--- src/rtl/ccp_pkg.sv ---
// Package for the calendar clock: item kinds, field widths, result record and calendar helpers.
`default_nettype none

package ccp_pkg;

  // Ticks that make up one second.
  localparam int unsigned TICKS_PER_SECOND = 10;
  localparam int unsigned PRESC_W =
    (TICKS_PER_SECOND > 1) ? $clog2(TICKS_PER_SECOND) : 1;
  localparam logic [PRESC_W-1:0] PRESC_RELOAD = PRESC_W'(TICKS_PER_SECOND - 1);

  localparam int unsigned KIND_W = 2;
  localparam int unsigned SEC_W  = 6;
  localparam int unsigned MIN_W  = 6;
  localparam int unsigned HOUR_W = 5;
  localparam int unsigned DAY_W  = 5;
  localparam int unsigned MON_W  = 4;
  localparam int unsigned YEAR_W = 7;

  localparam logic [SEC_W:0]    SEC_LIMIT  = 7'd60;
  localparam logic [MIN_W:0]    MIN_LIMIT  = 7'd60;
  localparam logic [HOUR_W:0]   HOUR_LIMIT = 6'd24;
  localparam logic [MON_W:0]    MON_LAST   = 5'd12;
  localparam logic [YEAR_W-1:0] YEAR_LAST  = 7'd99;
  // Year offset whose full year (2100) is a century but not a leap year.
  localparam logic [YEAR_W-1:0] YEAR_2100  = 7'd100;

  localparam logic [DAY_W-1:0] DAYS_LONG  = 5'd31;
  localparam logic [DAY_W-1:0] DAYS_SHORT = 5'd30;
  localparam logic [DAY_W-1:0] DAYS_FEB   = 5'd28;
  localparam logic [DAY_W-1:0] DAYS_FEB_L = 5'd29;

  localparam logic [MON_W-1:0] MON_FEB = 4'd2;
  localparam logic [MON_W-1:0] MON_APR = 4'd4;
  localparam logic [MON_W-1:0] MON_JUN = 4'd6;
  localparam logic [MON_W-1:0] MON_SEP = 4'd9;
  localparam logic [MON_W-1:0] MON_NOV = 4'd11;

  localparam logic [DAY_W-1:0] DAY_FIRST = 5'd1;
  localparam logic [MON_W-1:0] MON_FIRST = 4'd1;

  typedef enum logic [KIND_W-1:0] {
    KIND_TICK  = 2'd0,
    KIND_LOAD  = 2'd1,
    KIND_CLEAR = 2'd2
  } kind_t;

  typedef struct packed {
    logic [SEC_W-1:0]  cur_second;
    logic [MIN_W-1:0]  cur_minute;
    logic [HOUR_W-1:0] cur_hour;
    logic [DAY_W-1:0]  cur_day;
    logic [MON_W-1:0]  cur_month;
    logic [YEAR_W-1:0] cur_year;
    logic              is_synced;
    logic              second_pulse;
  } ccp_res_t;

  // 2000 is divisible by 400, so within 2000..2127 the full year is a leap
  // year when the offset is a multiple of four, except for 2100.
  function automatic logic leap_year(input logic [YEAR_W-1:0] yy);
    return (yy[1:0] == 2'b00) && (yy != YEAR_2100);
  endfunction

  // Days in a month; month codes outside 1..12 count as long months.
  function automatic logic [DAY_W-1:0] month_days(input logic [MON_W-1:0] m,
                                                  input logic [YEAR_W-1:0] yy);
    logic [DAY_W-1:0] d;
    d = DAYS_LONG;
    if (m == MON_FEB) begin
      d = leap_year(yy) ? DAYS_FEB_L : DAYS_FEB;
    end else if ((m == MON_APR) || (m == MON_JUN) || (m == MON_SEP) || (m == MON_NOV)) begin
      d = DAYS_SHORT;
    end
    return d;
  endfunction

endpackage

`default_nettype wire

--- src/rtl/ccp_if.sv ---
// Channel interfaces of the calendar clock: input item channel and result channel.
`default_nettype none

interface ccp_in_if;
  logic                       valid;
  logic                       ready;
  logic [ccp_pkg::KIND_W-1:0] kind;
  logic [ccp_pkg::SEC_W-1:0]  load_second;
  logic [ccp_pkg::MIN_W-1:0]  load_minute;
  logic [ccp_pkg::HOUR_W-1:0] load_hour;
  logic [ccp_pkg::DAY_W-1:0]  load_day;
  logic [ccp_pkg::MON_W-1:0]  load_month;
  logic [ccp_pkg::YEAR_W-1:0] load_year;

  modport source (
    output valid, kind, load_second, load_minute, load_hour, load_day, load_month,
           load_year,
    input  ready
  );
  modport sink (
    input  valid, kind, load_second, load_minute, load_hour, load_day, load_month,
           load_year,
    output ready
  );
endinterface

interface ccp_out_if;
  logic                       valid;
  logic                       ready;
  logic [ccp_pkg::SEC_W-1:0]  cur_second;
  logic [ccp_pkg::MIN_W-1:0]  cur_minute;
  logic [ccp_pkg::HOUR_W-1:0] cur_hour;
  logic [ccp_pkg::DAY_W-1:0]  cur_day;
  logic [ccp_pkg::MON_W-1:0]  cur_month;
  logic [ccp_pkg::YEAR_W-1:0] cur_year;
  logic                       is_synced;
  logic                       second_pulse;

  modport source (
    output valid, cur_second, cur_minute, cur_hour, cur_day, cur_month, cur_year,
           is_synced, second_pulse,
    input  ready
  );
  modport sink (
    input  valid, cur_second, cur_minute, cur_hour, cur_day, cur_month, cur_year,
           is_synced, second_pulse,
    output ready
  );
endinterface

`default_nettype wire

--- src/rtl/calendar_clock_with_tick_prescaler_unit.sv ---
// Top level of the calendar clock: tick prescaler, date/time cascade and result stage.
//
//   Channel  Direction  Carries
//   in_ch    sink       kind (tick, load, clear) and the date/time fields to load
//   out_ch   source     date/time after the beat, synced mark, second pulse
//
// Every accepted input beat updates the clock state in the same cycle and yields
// exactly one result beat, which goes through the result register to out_ch.
// A new input beat can be taken every cycle while the skid register is empty; the
// prescaler and carry cascade between the input and the result register are combinational.
// rst_n is synchronous and active low; it restores the power-up time (day 1, month 1,
// year 0), clears the synced mark and reloads the prescaler.
// A two-entry output stage (result register plus skid register) keeps in_ch.ready
// high while one result waits; in_ch.ready drops only when both entries are full.
`default_nettype none

module calendar_clock_with_tick_prescaler_unit (
  input wire logic clk,
  input wire logic rst_n,
  ccp_in_if.sink   in_ch,
  ccp_out_if.source out_ch
);
  import ccp_pkg::*;

  // Clock state.
  logic [PRESC_W-1:0] presc_r, presc_nxt;
  logic               synced_r, synced_nxt;
  logic [SEC_W-1:0]   sec_r, sec_nxt;
  logic [MIN_W-1:0]   min_r, min_nxt;
  logic [HOUR_W-1:0]  hour_r, hour_nxt;
  logic [DAY_W-1:0]   day_r, day_nxt;
  logic [MON_W-1:0]   mon_r, mon_nxt;
  logic [YEAR_W-1:0]  year_r, year_nxt;

  // Output stage.
  ccp_res_t main_r, main_nxt;
  ccp_res_t skid_r, skid_nxt;
  logic     main_vld_r, main_vld_nxt;
  logic     skid_vld_r, skid_vld_nxt;

  logic     in_acc;
  logic     pulse;
  ccp_res_t res;

  // Cascade intermediates, one bit wider than each counter to catch the wrap.
  logic [SEC_W:0]  sec_inc;
  logic [MIN_W:0]  min_inc;
  logic [HOUR_W:0] hour_inc;
  logic [DAY_W:0]  day_inc;
  logic [MON_W:0]  mon_inc;
  logic [DAY_W-1:0] days_in_mon;

  assign in_ch.ready = !skid_vld_r;
  assign in_acc      = in_ch.valid && !skid_vld_r;

  // Next clock state for the beat on in_ch. The carries ripple through one chain of
  // narrow compares, each counter only moving when all lower ones wrapped.
  always_comb begin
    presc_nxt  = presc_r;
    synced_nxt = synced_r;
    sec_nxt    = sec_r;
    min_nxt    = min_r;
    hour_nxt   = hour_r;
    day_nxt    = day_r;
    mon_nxt    = mon_r;
    year_nxt   = year_r;
    pulse      = 1'b0;

    sec_inc     = {1'b0, sec_r} + 1'b1;
    min_inc     = {1'b0, min_r} + 1'b1;
    hour_inc    = {1'b0, hour_r} + 1'b1;
    day_inc     = {1'b0, day_r} + 1'b1;
    mon_inc     = {1'b0, mon_r} + 1'b1;
    days_in_mon = month_days(mon_r, year_r);

    unique case (in_ch.kind)
      KIND_TICK: begin
        if (presc_r == '0) begin
          presc_nxt = PRESC_RELOAD;
          pulse     = 1'b1;
          if (synced_r) begin
            if (sec_inc < SEC_LIMIT) begin
              sec_nxt = sec_inc[SEC_W-1:0];
            end else begin
              sec_nxt = '0;
              if (min_inc < MIN_LIMIT) begin
                min_nxt = min_inc[MIN_W-1:0];
              end else begin
                min_nxt = '0;
                if (hour_inc < HOUR_LIMIT) begin
                  hour_nxt = hour_inc[HOUR_W-1:0];
                end else begin
                  hour_nxt = '0;
                  if (day_inc <= {1'b0, days_in_mon}) begin
                    day_nxt = day_inc[DAY_W-1:0];
                  end else begin
                    day_nxt = DAY_FIRST;
                    if (mon_inc <= MON_LAST) begin
                      mon_nxt = mon_inc[MON_W-1:0];
                    end else begin
                      mon_nxt  = MON_FIRST;
                      year_nxt = (year_r >= YEAR_LAST) ? '0 : year_r + 1'b1;
                    end
                  end
                end
              end
            end
          end
        end else begin
          presc_nxt = presc_r - 1'b1;
        end
      end
      KIND_LOAD: begin
        sec_nxt    = in_ch.load_second;
        min_nxt    = in_ch.load_minute;
        hour_nxt   = in_ch.load_hour;
        day_nxt    = in_ch.load_day;
        mon_nxt    = in_ch.load_month;
        year_nxt   = in_ch.load_year;
        synced_nxt = 1'b1;
      end
      KIND_CLEAR: begin
        synced_nxt = 1'b0;
      end
      default: begin
        // The unused kind code leaves everything as it is.
      end
    endcase

    res.cur_second   = sec_nxt;
    res.cur_minute   = min_nxt;
    res.cur_hour     = hour_nxt;
    res.cur_day      = day_nxt;
    res.cur_month    = mon_nxt;
    res.cur_year     = year_nxt;
    res.is_synced    = synced_nxt;
    res.second_pulse = pulse;
  end

  // Output stage. The skid entry only fills when the result register is held, and
  // it always drains into the result register before a new beat is taken.
  always_comb begin
    main_nxt     = main_r;
    skid_nxt     = skid_r;
    main_vld_nxt = main_vld_r;
    skid_vld_nxt = skid_vld_r;
    if (!main_vld_r || out_ch.ready) begin
      if (skid_vld_r) begin
        main_nxt     = skid_r;
        main_vld_nxt = 1'b1;
        skid_vld_nxt = 1'b0;
      end else if (in_acc) begin
        main_nxt     = res;
        main_vld_nxt = 1'b1;
      end else begin
        main_vld_nxt = 1'b0;
      end
    end else if (in_acc) begin
      skid_nxt     = res;
      skid_vld_nxt = 1'b1;
    end
  end

  always_ff @(posedge clk) begin
    if (!rst_n) begin
      presc_r    <= PRESC_RELOAD;
      synced_r   <= 1'b0;
      sec_r      <= '0;
      min_r      <= '0;
      hour_r     <= '0;
      day_r      <= DAY_FIRST;
      mon_r      <= MON_FIRST;
      year_r     <= '0;
      main_vld_r <= 1'b0;
      skid_vld_r <= 1'b0;
    end else begin
      if (in_acc) begin
        presc_r  <= presc_nxt;
        synced_r <= synced_nxt;
        sec_r    <= sec_nxt;
        min_r    <= min_nxt;
        hour_r   <= hour_nxt;
        day_r    <= day_nxt;
        mon_r    <= mon_nxt;
        year_r   <= year_nxt;
      end
      main_vld_r <= main_vld_nxt;
      skid_vld_r <= skid_vld_nxt;
    end
  end

  always_ff @(posedge clk) begin
    main_r <= main_nxt;
    skid_r <= skid_nxt;
  end

  assign out_ch.valid        = main_vld_r;
  assign out_ch.cur_second   = main_r.cur_second;
  assign out_ch.cur_minute   = main_r.cur_minute;
  assign out_ch.cur_hour     = main_r.cur_hour;
  assign out_ch.cur_day      = main_r.cur_day;
  assign out_ch.cur_month    = main_r.cur_month;
  assign out_ch.cur_year     = main_r.cur_year;
  assign out_ch.is_synced    = main_r.is_synced;
  assign out_ch.second_pulse = main_r.second_pulse;

endmodule

`default_nettype wire

--- src/flat_wrapper.sv ---
// flat-port wrapper written by rule: the top's interface ports become plain ports
module calendar_clock_with_tick_prescaler_unit_flat import ccp_pkg::*;
  (clk, rst_n, in_ch_valid, in_ch_kind, in_ch_load_second, in_ch_load_minute, in_ch_load_hour, in_ch_load_day, in_ch_load_month, in_ch_load_year, in_ch_ready, out_ch_valid, out_ch_cur_second, out_ch_cur_minute, out_ch_cur_hour, out_ch_cur_day, out_ch_cur_month, out_ch_cur_year, out_ch_is_synced, out_ch_second_pulse, out_ch_ready);
  ccp_in_if in_ch_i ();
  ccp_out_if out_ch_i ();
  input wire logic clk;
  input wire logic rst_n;
  input wire logic [$bits(in_ch_i.valid)-1:0] in_ch_valid;
  input wire logic [$bits(in_ch_i.kind)-1:0] in_ch_kind;
  input wire logic [$bits(in_ch_i.load_second)-1:0] in_ch_load_second;
  input wire logic [$bits(in_ch_i.load_minute)-1:0] in_ch_load_minute;
  input wire logic [$bits(in_ch_i.load_hour)-1:0] in_ch_load_hour;
  input wire logic [$bits(in_ch_i.load_day)-1:0] in_ch_load_day;
  input wire logic [$bits(in_ch_i.load_month)-1:0] in_ch_load_month;
  input wire logic [$bits(in_ch_i.load_year)-1:0] in_ch_load_year;
  output wire logic [$bits(in_ch_i.ready)-1:0] in_ch_ready;
  output wire logic [$bits(out_ch_i.valid)-1:0] out_ch_valid;
  output wire logic [$bits(out_ch_i.cur_second)-1:0] out_ch_cur_second;
  output wire logic [$bits(out_ch_i.cur_minute)-1:0] out_ch_cur_minute;
  output wire logic [$bits(out_ch_i.cur_hour)-1:0] out_ch_cur_hour;
  output wire logic [$bits(out_ch_i.cur_day)-1:0] out_ch_cur_day;
  output wire logic [$bits(out_ch_i.cur_month)-1:0] out_ch_cur_month;
  output wire logic [$bits(out_ch_i.cur_year)-1:0] out_ch_cur_year;
  output wire logic [$bits(out_ch_i.is_synced)-1:0] out_ch_is_synced;
  output wire logic [$bits(out_ch_i.second_pulse)-1:0] out_ch_second_pulse;
  input wire logic [$bits(out_ch_i.ready)-1:0] out_ch_ready;
  assign in_ch_i.valid = in_ch_valid;
  assign in_ch_i.kind = in_ch_kind;
  assign in_ch_i.load_second = in_ch_load_second;
  assign in_ch_i.load_minute = in_ch_load_minute;
  assign in_ch_i.load_hour = in_ch_load_hour;
  assign in_ch_i.load_day = in_ch_load_day;
  assign in_ch_i.load_month = in_ch_load_month;
  assign in_ch_i.load_year = in_ch_load_year;
  assign in_ch_ready = in_ch_i.ready;
  assign out_ch_valid = out_ch_i.valid;
  assign out_ch_cur_second = out_ch_i.cur_second;
  assign out_ch_cur_minute = out_ch_i.cur_minute;
  assign out_ch_cur_hour = out_ch_i.cur_hour;
  assign out_ch_cur_day = out_ch_i.cur_day;
  assign out_ch_cur_month = out_ch_i.cur_month;
  assign out_ch_cur_year = out_ch_i.cur_year;
  assign out_ch_is_synced = out_ch_i.is_synced;
  assign out_ch_second_pulse = out_ch_i.second_pulse;
  assign out_ch_i.ready = out_ch_ready;
  calendar_clock_with_tick_prescaler_unit u_core (.clk(clk), .rst_n(rst_n), .in_ch(in_ch_i), .out_ch(out_ch_i));
endmodule
--- config.mk ---
export PLATFORM = sky130hd
export DESIGN_NAME = calendar_clock_with_tick_prescaler_unit_flat
export DESIGN_NICKNAME = d
export VERILOG_FILES = /design/src/rtl/ccp_pkg.sv /design/src/rtl/ccp_if.sv /design/src/rtl/calendar_clock_with_tick_prescaler_unit.sv /design/src/flat_wrapper.sv
export SDC_FILE = /design/constraint.sdc
export NUM_CORES = 1
export LEC_CHECK = 0
export BUFFER_PORTS_ARGS = -buffer_cell sky130_fd_sc_hd__buf_2
export CAP_MARGIN = 0
export CORE_MARGIN = 2
export CORE_UTILIZATION = 46
export DETAILED_ROUTE_END_ITERATION = 16
export PLACE_DENSITY = 0.65
export SYNTH_ARGS = -nofsm -noshare
export SYNTH_HDL_FRONTEND = slang
export SYNTH_SLANG_ARGS = --single-unit
--- constraint.sdc ---
create_clock -name clk -period 9.03 [get_ports clk]
set_clock_uncertainty 0.05 [all_clocks]
set_input_delay 0.4515 -clock clk [delete_from_list [all_inputs] [get_ports clk]]
set_output_delay 0.4515 -clock clk [all_outputs]
set_load 0.01 [all_outputs]
# After elaboration in Yosys (flattened, before gate mapping)
# Cells that the tools add are included.
[word_totals]
output_inout_bits = 37
wordCells = 115
input_bits = 39
register_bits = 110
[op_classes]
n_addsub = 7
reduce_logical = 16
n_eq_ne = 8
n_mux = 50
order_cmp = 6
bitwise_logic = 2
[op_table]
columns = ["operator", "n"]
rows = [
  ["2-to-1 mux 35 bit", 2],
  ["2-to-1 mux 5 bit", 12],
  ["2-to-1 mux 7 bit", 8],
  ["2-to-1 mux 6 bit", 7],
  ["2-to-1 mux 4 bit", 8],
  ["case mux 6 bit (2 select lines)", 2],
  ["case mux 5 bit (2 select lines)", 2],
  ["adder 6 x 1 -> 7 bit (second input constant)", 2],
  ["less-than comparator 7 x 6 -> 1 bit (second input constant)", 2],
  ["case mux 7 bit (2 select lines)", 1],
  ["adder 5 x 1 -> 6 bit (second input constant)", 2],
  ["equality test 4 x 3 -> 1 bit (second input constant)", 2],
  ["equality test 4 bit (second input constant)", 2],
  ["case mux 4 bit (2 select lines)", 1],
  ["adder 7 x 1 -> 7 bit (second input constant)", 1],
  ["greater-or-equal comparator 7 bit (second input constant)", 1],
  ["inequality test 7 bit (second input constant)", 1],
  ["less-or-equal comparator 6 x 5 -> 1 bit", 1],
  ["less-than comparator 6 x 5 -> 1 bit (second input constant)", 1],
  ["2-to-1 mux 1 bit", 6],
  ["AND reduction 2 bit", 3],
  ["adder 4 x 1 -> 5 bit (second input constant)", 1],
  ["less-or-equal comparator 5 x 4 -> 1 bit (second input constant)", 1],
  ["equality test 4 x 2 -> 1 bit (second input constant)", 1],
  ["other kinds (12)", 19],
]

# Longest topological paths before layout
[logic_depth]
word_depth = 16
ltp_mapped = 15
ltp_nobuf = 14

# Least setup slack after synthesis
# Ideal clock, no wire load.
[synth_path]
kind = "reg-to-reg"
from = "register u_core.mon_r[0]"
to = "register u_core.main_r, in the netlist u_core.out_ch.cur_year[4] (data pin)"
setup_time_ps = 260
n_path_buf = 1
arrival_ps = 2822
synth_period_minus_slack_ps = 3132
t_required_ps = 8720
setup_slack_ps = 5898
stages_incl_launch_ff = 14
cell_sequence = "dfxtp_1 > clkbuf_2 > inv_1 > ha_1 > o21ai_0 > nand2_1 > o21ai_0 > ha_1 > a221oi_2 > a31o_2 > nand3_1 > o211ai_1 > o311ai_2 > mux2_2"
[synth_between]
elab_chain_cells = 16
word_cells_on_any_way = 23
classes_between = "add/sub: 1; order compare: 2; eq/ne: 5; mux: 12; reduce/logical: 3"
[synth_rtl]
columns = ["element", "line", "text"]
rows = [
  ["start: declaration", "calendar_clock_with_tick_prescaler_unit.sv:32", "logic [MON_W-1:0] mon_r, mon_nxt;"],
  ["start signal: assignment", "calendar_clock_with_tick_prescaler_unit.sv:184", "mon_r <= mon_nxt;"],
  ["equality test 4 x 3 -> 1 bit", "ccp_pkg.sv:72", "end else if ((m == MON_APR) || (m == MON_JUN) || (m == MON_SEP) || (m == MON_NOV)) begin"],
  ["logical OR 1 bit (3 in series)", "ccp_pkg.sv:72", ""],
  ["2-to-1 mux 1 bit", "ccp_pkg.sv:72", ""],
  ["2-to-1 mux 5 bit", "ccp_pkg.sv:70", "if (m == MON_FEB) begin"],
  ["less-or-equal comparator 6 x 5 -> 1 bit", "calendar_clock_with_tick_prescaler_unit.sv:94", "if (day_inc <= {1'b0, days_in_mon}) begin"],
  ["2-to-1 mux 7 bit *", "calendar_clock_with_tick_prescaler_unit.sv:94", ""],
  ["2-to-1 mux 7 bit *", "calendar_clock_with_tick_prescaler_unit.sv:90", "if (hour_inc < HOUR_LIMIT) begin"],
  ["2-to-1 mux 7 bit *", "calendar_clock_with_tick_prescaler_unit.sv:86", "if (min_inc < MIN_LIMIT) begin"],
  ["2-to-1 mux 7 bit *", "calendar_clock_with_tick_prescaler_unit.sv:82", "if (sec_inc < SEC_LIMIT) begin"],
  ["2-to-1 mux 7 bit *", "calendar_clock_with_tick_prescaler_unit.sv:81", "if (synced_r) begin"],
  ["2-to-1 mux 7 bit *", "calendar_clock_with_tick_prescaler_unit.sv:78", "if (presc_r == '0) begin"],
  ["case mux 7 bit (2 select lines) *", "calendar_clock_with_tick_prescaler_unit.sv:76", "unique case (in_ch.kind)"],
  ["via u_core.year_nxt[4]", "calendar_clock_with_tick_prescaler_unit.sv:33", "logic [YEAR_W-1:0] year_r, year_nxt;"],
  ["2-to-1 mux 35 bit *", "calendar_clock_with_tick_prescaler_unit.sv:152", "end else if (in_acc) begin"],
  ["2-to-1 mux 35 bit *", "calendar_clock_with_tick_prescaler_unit.sv:148", "if (skid_vld_r) begin"],
  ["end signal: assignment", "calendar_clock_with_tick_prescaler_unit.sv:193", "main_r <= main_nxt;"],
  ["end: declaration", "calendar_clock_with_tick_prescaler_unit.sv:36", "ccp_res_t main_r, main_nxt;"],
]
# The timed path passes the listed nets; every way through them passes the cells marked *. The select of a mux whose other input is x is not followed.
# A chain may end at the register's enable or synchronous reset.

# Worst setup path after layout
# Ends and elaborated chain as after synthesis.

==> impl_results.html <==
<table>
<tr><th>Metric</th><th>Value</th></tr>
<tr><th colspan="2">Status</th></tr>
<tr><td>Run status</td><td>finished, final reports clean</td></tr>
<tr><th colspan="2">Route</th></tr>
<tr><td>Via density per instance</td><td>6.19</td></tr>
<tr><td>Average wire per standard cell</td><td>19.4 microns</td></tr>
<tr><td>Number of vias in the routed layout</td><td>5,385</td></tr>
<tr><td>First-pass iteration count of the detailed router</td><td>5</td></tr>
<tr><td>Wirelength, routed</td><td>16.9 mm</td></tr>
<tr><td>DRC violation total after the first TritonRoute iteration</td><td>425</td></tr>
<tr><td>Post-route antenna net violation count</td><td>0</td></tr>
<tr><td>Residual DRC count</td><td>0</td></tr>
<tr><th colspan="2">Critical path</th></tr>
<tr><td>Required time of the critical path</td><td>9.10 ns</td></tr>
<tr><td>Capturing element type of the critical path</td><td>flip-flop</td></tr>
<tr><td>Stage delay of the slowest cell on the critical path</td><td>0.53 ns</td></tr>
<tr><td>Maximum fanout along the worst path</td><td>11</td></tr>
<tr><td>Worst Path Buf+Inv</td><td>1</td></tr>
<tr><td>Slowest cell on the critical path</td><td>sky130_fd_sc_hd__dfxtp_1</td></tr>
<tr><td>Crit Path Class</td><td>flip-flop to flip-flop</td></tr>
<tr><td>Gate family responsible for the most delay along the worst path</td><td>compound AO/OA/AOI/OAI gates</td></tr>
<tr><td>Arrival time at the worst endpoint</td><td>3.68 ns</td></tr>
<tr><td>Startpoint type of the worst setup path</td><td>flip-flop</td></tr>
<tr><td>Cell-by-cell listing of the critical path</td><td>inv_1, ha_1, o21ai_0, nand2_1, o21ai_0, ha_1, a221oi_2, a31o_2, nand3_1, o211ai_1, o311ai_2, mux2_2</td></tr>
<tr><th colspan="2">GRT</th></tr>
<tr><td>Total global routing overflow</td><td>0</td></tr>
<tr><td>Vias in the first global route</td><td>5,023</td></tr>
<tr><td>Antenna violations before repair</td><td>0</td></tr>
<tr><td>Wire length of the first global-routing pass</td><td>26.9 mm</td></tr>
<tr><td>Maximum number of pins on one net before global-route repair</td><td>56</td></tr>
<tr><td>All-layer global routing usage</td><td>0.232</td></tr>
<tr><th colspan="2">Synthesis</th></tr>
<tr><td>Count of yosys warnings during synthesis</td><td>0</td></tr>
<tr><td>Main area contributors after synthesis</td><td>sky130_fd_sc_hd__edfxtp_1 (32%), sky130_fd_sc_hd__dfxtp_1 (12%), sky130_fd_sc_hd__mux2_2 (4.9%)</td></tr>
<tr><td>Sequential area share after synthesis</td><td>0.447</td></tr>
<tr><td>Portion of synthesized cell area occupied by the leading cell type</td><td>0.324</td></tr>
<tr><td>Synthesized area per cell</td><td>10.1 sq um</td></tr>
<tr><td>Net count after synthesis</td><td>697</td></tr>
<tr><td>Flip-flop cell with the highest count after synthesis</td><td>sky130_fd_sc_hd__edfxtp_1</td></tr>
<tr><td>Synthesized netlist cell count</td><td>643</td></tr>
<tr><td>Library cell occupying the most area in the post-synthesis netlist</td><td>sky130_fd_sc_hd__edfxtp_1</td></tr>
<tr><td>Number of synthesized register bits</td><td>110</td></tr>
<tr><td>Cell area after synthesis</td><td>6490 sq um</td></tr>
<tr><td>Number of distinct library cells after synthesis</td><td>83</td></tr>
<tr><td>Fraction of registers with async set or reset after synthesis</td><td>0</td></tr>
<tr><td>EDFF count, synth</td><td>70</td></tr>
<tr><th colspan="2">Clock network</th></tr>
<tr><td>TritonCTS clock tree</td><td>done</td></tr>
<tr><td>Buffer depth of the longest clock path</td><td>2</td></tr>
<tr><td>Hold bufs inserted after CTS</td><td>0</td></tr>
<tr><td>Skew-Pair Late Insertion Delay</td><td>0.36 ns</td></tr>
<tr><td>Clock sink count</td><td>110</td></tr>
<tr><td>Resized cells post-CTS</td><td>0</td></tr>
<tr><td>Clk slew on worst S/H paths</td><td>0.07 ns</td></tr>
<tr><td>Setup fix buffers added after clock tree synthesis</td><td>0</td></tr>
<tr><td>Maximum level of the CTS H-tree</td><td>3</td></tr>
<tr><td>Num CTS Buffers</td><td>9</td></tr>
<tr><td>CTS Root Buffer Type</td><td>sky130_fd_sc_hd__clkbuf_16</td></tr>
<tr><th colspan="2">Final layout</th></tr>
<tr><td>Number of fillers in the final layout</td><td>1,248</td></tr>
<tr><td>Post-route cell area</td><td>7250 sq um</td></tr>
<tr><td>Diode count</td><td>0</td></tr>
<tr><td>Final #Nets</td><td>739</td></tr>
<tr><td>Growth of design area from synthesis to finish</td><td>11.6%</td></tr>
<tr><td>Post-Route Utilization</td><td>0.524</td></tr>
<tr><td>Share of cells above drive strength 1</td><td>0.233</td></tr>
<tr><th colspan="2">STA</th></tr>
<tr><td>Worst slew margin relative to its limit</td><td>0.247</td></tr>
<tr><td>Final Worst Setup Slack</td><td>5.41 ns</td></tr>
<tr><td>Worst hold-check slack</td><td>0.347 ns</td></tr>
<tr><td>Final Setup Violations</td><td>0</td></tr>
<tr><td>Final Hold Vio Count</td><td>0</td></tr>
<tr><td>Slew at the pin closest to its max-slew limit</td><td>1.13 ns</td></tr>
<tr><td>Final clock period utilization by the worst path</td><td>0.401</td></tr>
<tr><td>Max Fclk</td><td>0.276 GHz</td></tr>
<tr><td>Min Clock Period, post-route</td><td>3.62 ns</td></tr>
<tr><td>Final max-slew violation count</td><td>0</td></tr>
<tr><td>Final setup TNS</td><td>0 ns</td></tr>
<tr><td>RSZ-0062 raised after global routing</td><td>false</td></tr>
<tr><th colspan="2">Floorplanning</th></tr>
<tr><td>Standard-cell row count</td><td>43</td></tr>
<tr><td>Vert. Die Dim</td><td>123 microns</td></tr>
<tr><td>Starting density of the core</td><td>0.470</td></tr>
<tr><td>Floorplan Core Area</td><td>13,800 sq um</td></tr>
<tr><td>Die X</td><td>123 microns</td></tr>
<tr><td>Area of the die</td><td>15,100 sq um</td></tr>
<tr><td>Top-Level Pins</td><td>76</td></tr>
<tr><th colspan="2">Place</th></tr>
<tr><td>Routability cong.</td><td>0.874</td></tr>
<tr><td>Sum of net half-perimeters after detailed placement</td><td>11.0 mm</td></tr>
<tr><td>Setup WS pre-CTS</td><td>5.42 ns</td></tr>
<tr><td>Instance area at placement</td><td>6940 sq um</td></tr>
<tr><td>IO Port Bufs</td><td>75</td></tr>
<tr><th colspan="2">Power and ir drop</th></tr>
<tr><td>Cell area power density</td><td>162 nW/um^2</td></tr>
<tr><td>Leakage</td><td>0.00275 uW</td></tr>
<tr><td>Worst-case vdd ir drop</td><td>0.109 mV</td></tr>
<tr><th colspan="2">Hold path</th></tr>
<tr><td>Min-delay worst type</td><td>primary input to flip-flop</td></tr>
<tr><th colspan="2">Run</th></tr>
<tr><td>Maxcap violations</td><td>0</td></tr>
</table>
## flip-flops by register name, indices dropped and copies added (netlist names), 5 cells and up
signal and count:
u_core.out_ch.cur_year 7, u_core.out_ch.cur_day 5, u_core.sec_r 6, u_core.day_r 5
u_core.hour_r 5, u_core.min_r 6, u_core.out_ch.cur_hour 5, u_core.skid_r 35
u_core.year_r 7, u_core.out_ch.cur_minute 6, u_core.out_ch.cur_second 6
## Yosys cell counts (11+ instances only)
cell,count
sky130_fd_sc_hd__a21oi_1,36
sky130_fd_sc_hd__a22oi_1,16
sky130_fd_sc_hd__a31oi_1,17
sky130_fd_sc_hd__and2_1,11
sky130_fd_sc_hd__clkbuf_1,35
sky130_fd_sc_hd__dfxtp_1,40
sky130_fd_sc_hd__edfxtp_1,70
sky130_fd_sc_hd__ha_1,15
sky130_fd_sc_hd__inv_1,16
sky130_fd_sc_hd__mux2_2,28
sky130_fd_sc_hd__nand2_1,52
sky130_fd_sc_hd__nand3_1,20
sky130_fd_sc_hd__nand4_1,11
sky130_fd_sc_hd__nor2_1,29
sky130_fd_sc_hd__o211ai_1,11
sky130_fd_sc_hd__o21ai_0,36
sky130_fd_sc_hd__o31ai_1,11
## path summary, 6_finish.rpt
check	start	end	slack, ns	cells past startpoint
hold reg to reg	u_core.synced_r$_SDFFE_PN0P_	u_core.synced_r$_SDFFE_PN0P_	0.49	2
hold / removal	in_ch_load_month[0]	u_core.mon_r[0]$_SDFFE_PN1P_	0.35	3
setup reg to reg	u_core.mon_r[0]$_SDFFE_PN1P_	u_core.out_ch.cur_year[4]$_DFFE_PP_	5.41	12
setup / recovery	u_core.mon_r[0]$_SDFFE_PN1P_	u_core.out_ch.cur_year[4]$_DFFE_PP_	5.41	12
## cells by family (layout without fill, tap and decap cells)
| logic type | count (synthesis) | count (layout) | synth area share |
|---|---|---|---|
| and+or+nand+nor | 194 | 194 | 0.171 |
| xor gates and xnor gates | 8 | 8 | 0.0108 |
| AOI/OAI and AO/OA | 215 | 215 | 0.241 |
| adders and majority gates | 15 | 15 | 0.0289 |
| buffers and inverters | 67 | 114 | 0.0430 |
| muxes | 34 | 34 | 0.0586 |
| DFF | 110 | 110 | 0.447 |
## placed cells by master (no fill, tap or decap), drive strengths merged, types with 8 or more instances in the layout
cell type / count
nand4: 11
nand2: 55
and2: 13
buf: 82
inv: 16
mux2: 29
o21ai: 39
nor2: 29
nor2b: 10
nand3: 22
clkbuf: 13
edfxtp: 70
o21ba: 9
o31ai: 12
and3: 8
a22oi: 16
nor3: 10
ha: 15
a31oi: 19
o211ai: 11
dfxtp: 40
a21oi: 37
## through the flow
stage / instances / power, uW
after floorplan: 643 / 713
after global placement: 854 / 764
final: 870 / 1170
after global routing: 870 / 1220
after CTS: 870 / 1180
after detailed placement: 854 / 769
## per-layer routing
layer / GRT usage / share of wire / up-vias
li1: - / - / 2553
met2: 0.357 / 0.45 / 192
met5: 0 / 0 / -
met4: 0.0862 / 0.020 / 0
met1: 0.329 / 0.46 / 2622
met3: 0.0386 / 0.063 / 18
## tightest hold or removal path, cell delays in order
cell                      delay (ns)
sky130_fd_sc_hd__buf_2          0.10
sky130_fd_sc_hd__a32oi_1        0.09
sky130_fd_sc_hd__nand3_1        0.08
## final cells by class
cell class                 count  area [sq um]  share of cell area
clock buffer                  13           260              0.0359
clock inverter                 3          42.5             0.00587
multi-input combinational    466          3330               0.459
inverter                      16          60.1             0.00829
sequential                   110          2900               0.401
tap                          180           225              0.0311
timing repair buffer          82           428              0.0591
## where the power goes
part	total [uW]	switching (uW)	internal, uW
registers	596	26.9	569
logic	164	95.6	68.1
clock network	411	181	230
total	1170	303	868
(Power assumes the default switching activity.)
